## config.mk

```make
export PLATFORM = sky130hd
export DESIGN_NAME = button_short_long_press_detector
export DESIGN_NICKNAME = d
export VERILOG_FILES = /design/src/rtl/bslpd_pkg.sv /design/src/rtl/button_short_long_press_detector.sv /design/src/rtl/bslpd_lane.sv /design/src/rtl/bslpd_merge.sv /design/src/rtl/bslpd_obuf.sv
export SDC_FILE = /design/constraint.sdc
export NUM_CORES = 1
export LEC_CHECK = 0
export ABC_CLOCK_PERIOD_IN_PS = 5500
export BUFFER_PORTS_ARGS = -buffer_cell sky130_fd_sc_hd__buf_2
export CAP_MARGIN = 10
export CORE_MARGIN = 1.5
export CORE_UTILIZATION = 30
export DETAILED_ROUTE_END_ITERATION = 12
export PLACE_DENSITY = 0.45
export SLEW_MARGIN = 20
export SYNTH_ARGS = -nofsm -noshare
export SYNTH_HDL_FRONTEND = slang
export SYNTH_SLANG_ARGS = --single-unit
```

## constraint.sdc

```tcl
create_clock -name clk_i -period 5.5 [get_ports clk_i]
set_input_delay 0.275 -clock clk_i [delete_from_list [all_inputs] [get_ports clk_i]]
set_output_delay 0.275 -clock clk_i [all_outputs]
set_load 0.02 [all_outputs]
```

## src/rtl/bslpd_pkg.sv

```systemverilog
// ----------------------------------------------------------------------------
// bslpd_pkg
// shared types and constants of the button short/long press detector
// ----------------------------------------------------------------------------
package bslpd_pkg;

  localparam int NUM_BUTTONS_DEF = 5;
  localparam int COUNT_WIDTH_DEF = 16;
  localparam int NUM_LEVELS      = 5;

  localparam int CFG_W      = 16;
  localparam int CFG_IDX_W  = 2;
  localparam int EVENT_W    = 4;
  localparam int CUR_W      = 3;
  localparam int IN_TDATA_W = 8;
  localparam int OUT_TDATA_W = 16;

  localparam logic [CFG_W-1:0] SHORT_TICKS_RST   = 16'd10;
  localparam logic [CFG_W-1:0] LONG_TICKS_RST    = 16'd200;
  localparam logic [CFG_W-1:0] RELEASE_TICKS_RST = 16'd10;

  typedef enum logic [CFG_IDX_W-1:0] {
    CFG_SHORT   = 2'd0,
    CFG_LONG    = 2'd1,
    CFG_RELEASE = 2'd2
  } cfg_idx_e;

  // threshold compares of one lane, on its updated counters
  typedef struct packed {
    logic gt_long;
    logic gt_short;
    logic gt_rel;
  } lane_stat_t;

  // control from the merge stage to one lane
  typedef struct packed {
    logic below;  // a lower button is pressed this tick
    logic hit;    // lane is the active button before this tick
    logic clamp;  // clamp held count to the long threshold
    logic clr;    // clear released count, gesture ends
  } lane_ctl_t;

  // packed with event_code in the lowest bits
  typedef struct packed {
    logic             long_held;
    logic [CUR_W-1:0] current_button;
    logic             action_strobe;
    logic [EVENT_W-1:0] event_code;
  } result_t;

  localparam int RESULT_W = $bits(result_t);

endpackage

```

## src/rtl/button_short_long_press_detector.sv

```systemverilog
// a result is held in the output register, or first in the skid entry while
// m_axis stalls; throughput: one tick per cycle while the skid entry is empty;
// lane counters, active button and flags update from each accepted transfer
// a two-deep output buffer keeps input open while one result is pending
// reset: asynchronous, active low; clears counters, active button, flags,
// and loads the thresholds with 10, 200 and 10 ticks
// ----------------------------------------------------------------------------
// button_short_long_press_detector
// per-button hold/release lanes, merge stage judging short and long presses
// ----------------------------------------------------------------------------
module button_short_long_press_detector #(
  parameter int NUM_BUTTONS = bslpd_pkg::NUM_BUTTONS_DEF,
  parameter int COUNT_WIDTH = bslpd_pkg::COUNT_WIDTH_DEF
) (
  input  logic                              clk_i,
  input  logic                              rst_ni,
  input  logic                              cfg_we_i,
  input  logic [bslpd_pkg::CFG_IDX_W-1:0]   cfg_idx_i,
  input  logic [bslpd_pkg::CFG_W-1:0]       cfg_data_i,
  input  logic                              s_axis_tvalid,
  output logic                              s_axis_tready,
  // hour_level, up_level, down_level, select_level, clear_level, zero pad
  input  logic [bslpd_pkg::IN_TDATA_W-1:0]  s_axis_tdata,
  output logic                              m_axis_tvalid,
  input  logic                              m_axis_tready,
  // event_code[3:0], action_strobe, current_button[2:0], long_held, zero pad
  output logic [bslpd_pkg::OUT_TDATA_W-1:0] m_axis_tdata
);
  import bslpd_pkg::*;

  logic [CFG_W-1:0] short_q, long_q, rel_q;
  logic [NUM_BUTTONS-1:0] level;
  lane_stat_t stat [NUM_BUTTONS];
  lane_ctl_t  ctl  [NUM_BUTTONS];
  result_t    res, res_out;
  logic       in_ready, acc;

  always_ff @(posedge clk_i or negedge rst_ni) begin
    if (!rst_ni) begin
      short_q <= SHORT_TICKS_RST;
      long_q  <= LONG_TICKS_RST;
      rel_q   <= RELEASE_TICKS_RST;
    end else if (cfg_we_i) begin
      unique case (cfg_idx_i)
        CFG_SHORT:   short_q <= cfg_data_i;
        CFG_LONG:    long_q  <= cfg_data_i;
        CFG_RELEASE: rel_q   <= cfg_data_i;
        default: ;
      endcase
    end
  end

  assign s_axis_tready = in_ready;
  assign acc           = s_axis_tvalid && in_ready;

  // buttons past the five inputs read as released
  for (genvar i = 0; i < NUM_BUTTONS; i++) begin : g_lane
    if (i < NUM_LEVELS) begin : g_in
      assign level[i] = s_axis_tdata[i];
    end else begin : g_none
      assign level[i] = 1'b0;
    end

    bslpd_lane #(
      .COUNT_WIDTH(COUNT_WIDTH)
    ) u_lane (
      .clk_i          (clk_i),
      .rst_ni         (rst_ni),
      .upd_i          (acc),
      .level_i        (level[i]),
      .ctl_i          (ctl[i]),
      .short_ticks_i  (short_q),
      .long_ticks_i   (long_q),
      .release_ticks_i(rel_q),
      .stat_o         (stat[i])
    );
  end

  bslpd_merge #(
    .NUM_BUTTONS(NUM_BUTTONS)
  ) u_merge (
    .clk_i  (clk_i),
    .rst_ni (rst_ni),
    .upd_i  (acc),
    .level_i(level),
    .stat_i (stat),
    .ctl_o  (ctl),
    .res_o  (res)
  );

  bslpd_obuf u_obuf (
    .clk_i      (clk_i),
    .rst_ni     (rst_ni),
    .in_valid_i (s_axis_tvalid),
    .in_ready_o (in_ready),
    .in_data_i  (res),
    .out_valid_o(m_axis_tvalid),
    .out_ready_i(m_axis_tready),
    .out_data_o (res_out)
  );

  assign m_axis_tdata = {{(OUT_TDATA_W - RESULT_W){1'b0}}, res_out};

endmodule

```

## src/rtl/bslpd_lane.sv

```systemverilog
// ----------------------------------------------------------------------------
// bslpd_lane
// hold and release counters of one button with threshold compares
// ----------------------------------------------------------------------------
module bslpd_lane #(
  parameter int COUNT_WIDTH = bslpd_pkg::COUNT_WIDTH_DEF
) (
  input  logic                        clk_i,
  input  logic                        rst_ni,
  input  logic                        upd_i,
  input  logic                        level_i,
  input  bslpd_pkg::lane_ctl_t        ctl_i,
  input  logic [bslpd_pkg::CFG_W-1:0] short_ticks_i,
  input  logic [bslpd_pkg::CFG_W-1:0] long_ticks_i,
  input  logic [bslpd_pkg::CFG_W-1:0] release_ticks_i,
  output bslpd_pkg::lane_stat_t       stat_o
);
  import bslpd_pkg::*;

  localparam int CMP_W = (COUNT_WIDTH > CFG_W) ? COUNT_WIDTH : CFG_W;
  localparam logic [COUNT_WIDTH-1:0] CNT_MAX = '1;

  logic [COUNT_WIDTH-1:0] held_q, held_d, held_n;
  logic [COUNT_WIDTH-1:0] rel_q, rel_d, rel_n;

  always_comb begin
    held_n = held_q;
    rel_n  = rel_q;
    if (level_i) begin
      rel_n  = '0;
      held_n = (held_q == CNT_MAX) ? held_q : held_q + 1'b1;
    end else if (!ctl_i.below && ctl_i.hit) begin
      held_n = '0;
      rel_n  = (rel_q == CNT_MAX) ? rel_q : rel_q + 1'b1;
    end
  end

  assign stat_o.gt_long  = CMP_W'(held_n) > CMP_W'(long_ticks_i);
  assign stat_o.gt_short = CMP_W'(held_n) > CMP_W'(short_ticks_i);
  assign stat_o.gt_rel   = CMP_W'(rel_n)  > CMP_W'(release_ticks_i);

  assign held_d = ctl_i.clamp ? COUNT_WIDTH'(long_ticks_i) : held_n;
  assign rel_d  = ctl_i.clr ? '0 : rel_n;

  always_ff @(posedge clk_i or negedge rst_ni) begin
    if (!rst_ni) begin
      held_q <= '0;
      rel_q  <= '0;
    end else if (upd_i) begin
      held_q <= held_d;
      rel_q  <= rel_d;
    end
  end

endmodule

```

## src/rtl/bslpd_merge.sv

```systemverilog
// ----------------------------------------------------------------------------
// bslpd_merge
// picks the active button from the lanes and judges the gesture
// ----------------------------------------------------------------------------
module bslpd_merge #(
  parameter int NUM_BUTTONS = bslpd_pkg::NUM_BUTTONS_DEF
) (
  input  logic                    clk_i,
  input  logic                    rst_ni,
  input  logic                    upd_i,
  input  logic [NUM_BUTTONS-1:0]  level_i,
  input  bslpd_pkg::lane_stat_t   stat_i [NUM_BUTTONS],
  output bslpd_pkg::lane_ctl_t    ctl_o  [NUM_BUTTONS],
  output bslpd_pkg::result_t      res_o
);
  import bslpd_pkg::*;

  localparam int AW = $clog2(NUM_BUTTONS + 1);

  logic [AW-1:0] act_q, act_d, act_scan;
  logic          short_q, short_d;
  logic          long_q, long_d;
  logic          any_below;
  logic          strobe;
  logic [EVENT_W-1:0] evt;
  lane_stat_t    sel;
  logic [AW:0]   dbl;
  logic [NUM_BUTTONS-1:0] below_v, hit_v, clamp_v, clr_v;

  always_comb begin
    any_below = 1'b0;
    act_scan  = act_q;
    for (int i = 0; i < NUM_BUTTONS; i++) begin
      below_v[i] = any_below;
      hit_v[i]   = (act_q == AW'(i + 1));
      any_below  = any_below | level_i[i];
      // last pressed in scan order wins
      if (level_i[i]) begin
        act_scan = AW'(i + 1);
      end
    end
  end

  always_comb begin
    sel = '0;
    for (int i = 0; i < NUM_BUTTONS; i++) begin
      if (act_scan == AW'(i + 1)) begin
        sel = stat_i[i];
      end
    end
  end

  always_comb begin
    dbl     = {act_scan, 1'b0};
    evt     = '0;
    strobe  = 1'b0;
    act_d   = act_scan;
    short_d = short_q;
    long_d  = long_q;
    if (act_scan != '0) begin
      if (sel.gt_long) begin
        if (!long_q) begin
          evt = EVENT_W'(dbl);
        end
        long_d = 1'b1;
        strobe = 1'b1;
      end else if (sel.gt_short) begin
        if (!short_q) begin
          evt = EVENT_W'(dbl - 1'b1);
        end
        short_d = 1'b1;
        strobe  = 1'b1;
      end
      if (sel.gt_rel) begin
        act_d   = '0;
        short_d = 1'b0;
        long_d  = 1'b0;
      end
    end
  end

  always_comb begin
    for (int i = 0; i < NUM_BUTTONS; i++) begin
      clamp_v[i] = (act_scan == AW'(i + 1)) && sel.gt_long;
      clr_v[i]   = (act_scan == AW'(i + 1)) && sel.gt_rel;
    end
  end

  for (genvar g = 0; g < NUM_BUTTONS; g++) begin : g_ctl
    assign ctl_o[g] = '{below: below_v[g], hit: hit_v[g], clamp: clamp_v[g], clr: clr_v[g]};
  end

  assign res_o.event_code     = evt;
  assign res_o.action_strobe  = strobe;
  assign res_o.current_button = CUR_W'(act_d);
  assign res_o.long_held      = long_d;

  always_ff @(posedge clk_i or negedge rst_ni) begin
    if (!rst_ni) begin
      act_q   <= '0;
      short_q <= 1'b0;
      long_q  <= 1'b0;
    end else if (upd_i) begin
      act_q   <= act_d;
      short_q <= short_d;
      long_q  <= long_d;
    end
  end

  a_strobe_needs_active : assert property (@(posedge clk_i) disable iff (!rst_ni)
    strobe |-> act_d != '0)
    else $error("strobe without an active button");

  a_event_needs_strobe : assert property (@(posedge clk_i) disable iff (!rst_ni)
    evt != '0 |-> strobe)
    else $error("press event without strobe");

  a_flags_need_active : assert property (@(posedge clk_i) disable iff (!rst_ni)
    (long_q || short_q) |-> act_q != '0)
    else $error("gesture flag set with no active button");

  a_clamp_only_active : assert property (@(posedge clk_i) disable iff (!rst_ni)
    upd_i && sel.gt_long && act_scan != '0 |=> !sel.gt_long || $past(act_scan) != act_scan
      || $past(long_q) == 1'b0 || long_q)
    else $error("long flag lost while long press holds");

endmodule

```

## src/rtl/bslpd_obuf.sv

```systemverilog
// ----------------------------------------------------------------------------
// bslpd_obuf
// output register with a skid entry, two results deep
// ----------------------------------------------------------------------------
module bslpd_obuf (
  input  logic                clk_i,
  input  logic                rst_ni,
  input  logic                in_valid_i,
  output logic                in_ready_o,
  input  bslpd_pkg::result_t  in_data_i,
  output logic                out_valid_o,
  input  logic                out_ready_i,
  output bslpd_pkg::result_t  out_data_o
);
  import bslpd_pkg::*;

  logic    out_v_q, skid_v_q;
  result_t out_q, skid_q;
  logic    acc, load_out;

  assign in_ready_o  = !skid_v_q;
  assign acc         = in_valid_i && in_ready_o;
  assign load_out    = !out_v_q || out_ready_i;
  assign out_valid_o = out_v_q;
  assign out_data_o  = out_q;

  always_ff @(posedge clk_i or negedge rst_ni) begin
    if (!rst_ni) begin
      out_v_q  <= 1'b0;
      skid_v_q <= 1'b0;
    end else if (load_out) begin
      out_v_q  <= skid_v_q || acc;
      skid_v_q <= 1'b0;
    end else if (acc) begin
      skid_v_q <= 1'b1;
    end
  end

  always_ff @(posedge clk_i) begin
    if (load_out) begin
      out_q <= skid_v_q ? skid_q : in_data_i;
    end else if (acc) begin
      skid_q <= in_data_i;
    end
  end

  a_skid_behind_out : assert property (@(posedge clk_i) disable iff (!rst_ni)
    skid_v_q |-> out_v_q)
    else $error("skid entry holds a result ahead of the output register");

  a_skid_drains_first : assert property (@(posedge clk_i) disable iff (!rst_ni)
    skid_v_q && out_ready_i |=> out_v_q && out_q == $past(skid_q))
    else $error("skid entry not moved to the output register");

  a_no_loss : assert property (@(posedge clk_i) disable iff (!rst_ni)
    out_v_q && !out_ready_i && !skid_v_q && in_valid_i |=> skid_v_q)
    else $error("transfer accepted with no room kept");

endmodule

```

==> impl_metrics.tcl <==
set metrics [dict create \
    grt_max_degree 129 \
    tightest_slew_ns 0.983 \
    synth.distinct_cells 77 \
    detailed_place_hpwl_um 51500 \
    postRouteAntennaNets 0 \
    finish.utilization_pct 34.5 \
    synth-edff-count 18 \
    dieArea_sq_um 66600 \
    drt_pass1_iterations 5 \
    drt-initial-drc-count 1489 \
    rsz0062_at_grt "false" \
    grt_use_met1_pct 29.3 \
    die_h_um 258 \
    crit_path_end_kind "register" \
    async_reset_ff_share_pct 92.3 \
    path_clk_slew_ns 0.07 \
    ir_drop_v 0.000248 \
    drv_cap 0 \
    total_leakage_power_uw 0.00983 \
    antenna_found_initial 1 \
    critical_path.max_fanout 7 \
    outcome "complete, no violations" \
    cts_tree "yes" \
    die_w_um 258 \
    synth.ff_latch_count 233 \
    slew_viol_final 0 \
    synth_seq_area_share_pct 30.4 \
    drc 0 \
    grt_pass1_wl_um 107000 \
    routedWlPerCell_um 21.6 \
    pre_cts_slack_ns 0.262 \
    synth_area_sq_um 19500 \
    finalWirelength_um 70600 \
    post-cts-setup-buffer-count 0 \
    crit_required_ns 5.84 \
    ff2ff_setup_slack_ns 0.28 \
    finalHoldViolCount 0 \
    fin_skew_ns 0.0149 \
    fin_ws_ns 0.277 \
    power_density_nw_per_um2 334 \
    cp.arrival_ns 5.57 \
    period_needed_ns 5.22 \
    hp-start "cfg_data_i[15]" \
    portBuffers 38 \
    max-slew-margin-rel_pct 34.3 \
    gp_congestion 0.914 \
    io_pins 49 \
    avgViaCountPerCell 5.56 \
    cts.sinks 233 \
    nNetsFinal 2682 \
    timing.rr.start "g_lane[1].u_lane.held_q[0]" \
    clk_latency_ns 0.60 \
    use_met3_pct 2.51 \
    yosys_warnings 0 \
    worst_hold_path_type "in2reg" \
    grt_most_used_layer "met2" \
    cts-htree-levels 1 \
    p_total_uw 7400 \
    fp-row-count 93 \
    synth_flop_cell "dfrtp_1" \
    layout-drive-gt1-share_pct 8.51 \
    grt_pass1_vias 17200 \
    fp.coreArea_sq_um 64300 \
    cts-root-to-sink-buffers 3 \
    finalCritPeriodShare_pct 95.0 \
    cts_buffers 31 \
    syn_area_per_cell_sq_um 8.28 \
    startpoint_type "register" \
    grtUsageMet2_pct 33.4 \
    crit_path_start "g_lane[1].u_lane.held_q[0]" \
    initial_core_util_pct 30.4 \
    track_usage_pct 20.9 \
    path_class "reg2reg" \
    synthesis.instances 2360 \
    root_buffer "clkbuf_16" \
    vias 18200 \
    finalSetupTns_ns 0 \
    setup_viol 0 \
    grt_overflow 0 \
    fmax_mhz 191 \
    area_growth_pct 13.5 \
]
-- per-layer routing --
| layer | vias up | part of all wire [%] | wire length, um |
|---|---|---|---|
| met2 | 492 | 45 | 31600 |
| met5 | - | 0 | 0 |
| met3 | 101 | 5.4 | 3790 |
| met1 | 8820 | 47 | 33000 |
| met4 | 0 | 3.2 | 2280 |
| li1 | 8787 | - | - |
-- logic make-up after synthesis --
family,after synthesis,synth area share [%]
AND/OR/NAND/NOR,948,23.3
AO/OA/AOI/OAI,584,19.0
multiplexers,80,4.33
other,1,0.0192
adder cells (fa/ha/maj),255,16.3
buffers and inverters,205,4.18
XOR/XNOR,54,2.42
flip-flops,233,30.4
-- synthesized netlist by cell type (18+ instances only) --
cell type / count / area share, %
nand2_1: 297 / 5.7
ha_1: 255 / 16
dfrtp_1: 208 / 27
nor2_1: 190 / 3.7
o21ai_0: 158 / 4.0
a21oi_1: 156 / 4.0
nand3_1: 145 / 3.7
inv_1: 93 / 1.8
clkbuf_1: 86 / 1.7
nand4_1: 77 / 2.5
nor3_1: 66 / 1.7
mux2i_1: 44 / 2.3
and3_1: 42 / 1.3
a22o_1: 38 / 1.7
mux2_2: 36 / 2.1
xor2_1: 33 / 1.5
a21o_1: 32 / 1.2
o211ai_1: 30 / 1.2
nor2b_1: 26 / 0.83
o31ai_1: 26 / 1.0
a31oi_1: 24 / 0.77
xnor2_1: 21 / 0.94
nand2b_1: 19 / 0.61
a211oi_1: 18 / 0.69
edfxtp_1: 18 / 2.8
-- worst max-delay path, cell delays in order, from the launching register on --
cell	delay (ns)
dfrtp_1	0.44
ha_1	0.20
nand3_1	0.10
nor3_1	0.52
nand3_1	0.20
nand2_1	0.23
nor2_1	0.13
nand2_1	0.10
mux2i_1	0.34
ha_1	0.33
a21oi_1	0.14
o21ai_0	0.13
a221o_1	0.32
o31a_1	0.33
a221oi_1	0.48
o221a_2	0.32
or3_1	0.24
o21ai_0	0.14
mux2_2	0.27
-- path summary, 6_finish.rpt --
check | endpoint | cells past startpoint
worst max-delay path | u_obuf.skid_q[3] | 18
worst min-delay path | short_q[15] | 3
worst max register to register | u_obuf.skid_q[3] | 18
worst min register to register | rel_q[4] | 1
max in group asynchronous | g_lane[1].u_lane.held_q[1] | 3
min in group asynchronous | g_lane[2].u_lane.rel_q[6] | 2
-- cells in the final DEF, fill, tap and decap left out, types with 15 or more instances in the layout --
cell,count
nand2_1,296
o21ai_0,158
or3_1,16
xnor2_1,21
ha_1,255
buf_2,37
nor2b_1,25
nor3_1,66
nor4_1,16
a22o_1,38
o211ai_1,30
a21oi_1,156
a31oi_1,24
and4_1,16
mux2i_1,44
dfrtp_1,208
xor2_1,33
o22ai_1,15
buf_4,48
edfxtp_1,18
o31ai_1,26
dlygate4sd3_1,15
a21o_1,32
nand3_1,145
inv_1,93
mux2_2,36
nand4_1,77
clkbuf_16,31
nand2b_1,19
and3_1,42
nor2_1,190
a211oi_1,18
-- power by group --
part	switching (uW)	internal, uW	total (uW)
registers	336	2020	2350
logic	1710	990	2700
clock network	863	1490	2350
-- flip-flops by register name, summed over array words and instances, names as in the netlist --
signal	count
g_lane.u_lane.held_q	80
u_merge.long_q	1
short_q	16
g_lane.u_lane.rel_q	80
rel_q	16
u_merge.short_q	1
u_obuf.skid_v_q	1
u_merge.act_q	3
u_obuf.out_valid_o	1
long_q	16
u_obuf.skid_q	9
u_obuf.out_data_o	9
-- area by class of cell --
| type | instances | area [sq um] |
|---|---|---|
| clock inverters | 17 | 314 |
| fillers | 6709 | 42200 |
| flip-flops and latches | 233 | 5930 |
| clock buffers | 40 | 840 |
| diodes | 1 | 2.50 |
| multi-input cells | 1928 | 12800 |
| well taps | 855 | 1070 |
| repair buffers | 108 | 833 |
| inverters | 94 | 353 |
-- stage by stage --
step	cell area, sq um	hold slack, ns	cells
after floorplan	19600	-0.0206	2366
after global placement	20800	0.359	3201
after detailed placement	20800	0.359	3201
after CTS	22100	0.00608	3273
after global routing	22200	0.00251	3276
final	22200	0.0214	3276
-- what timing repair did --
item | CTS | global route
endpoints found under the hold margin | 112 | 0
setup endpoints to repair | 0 | 2
resized for setup | 0 | 1
hold buffers | 15 | 0
No activity file was read; power rests on OpenSTA's default activity.
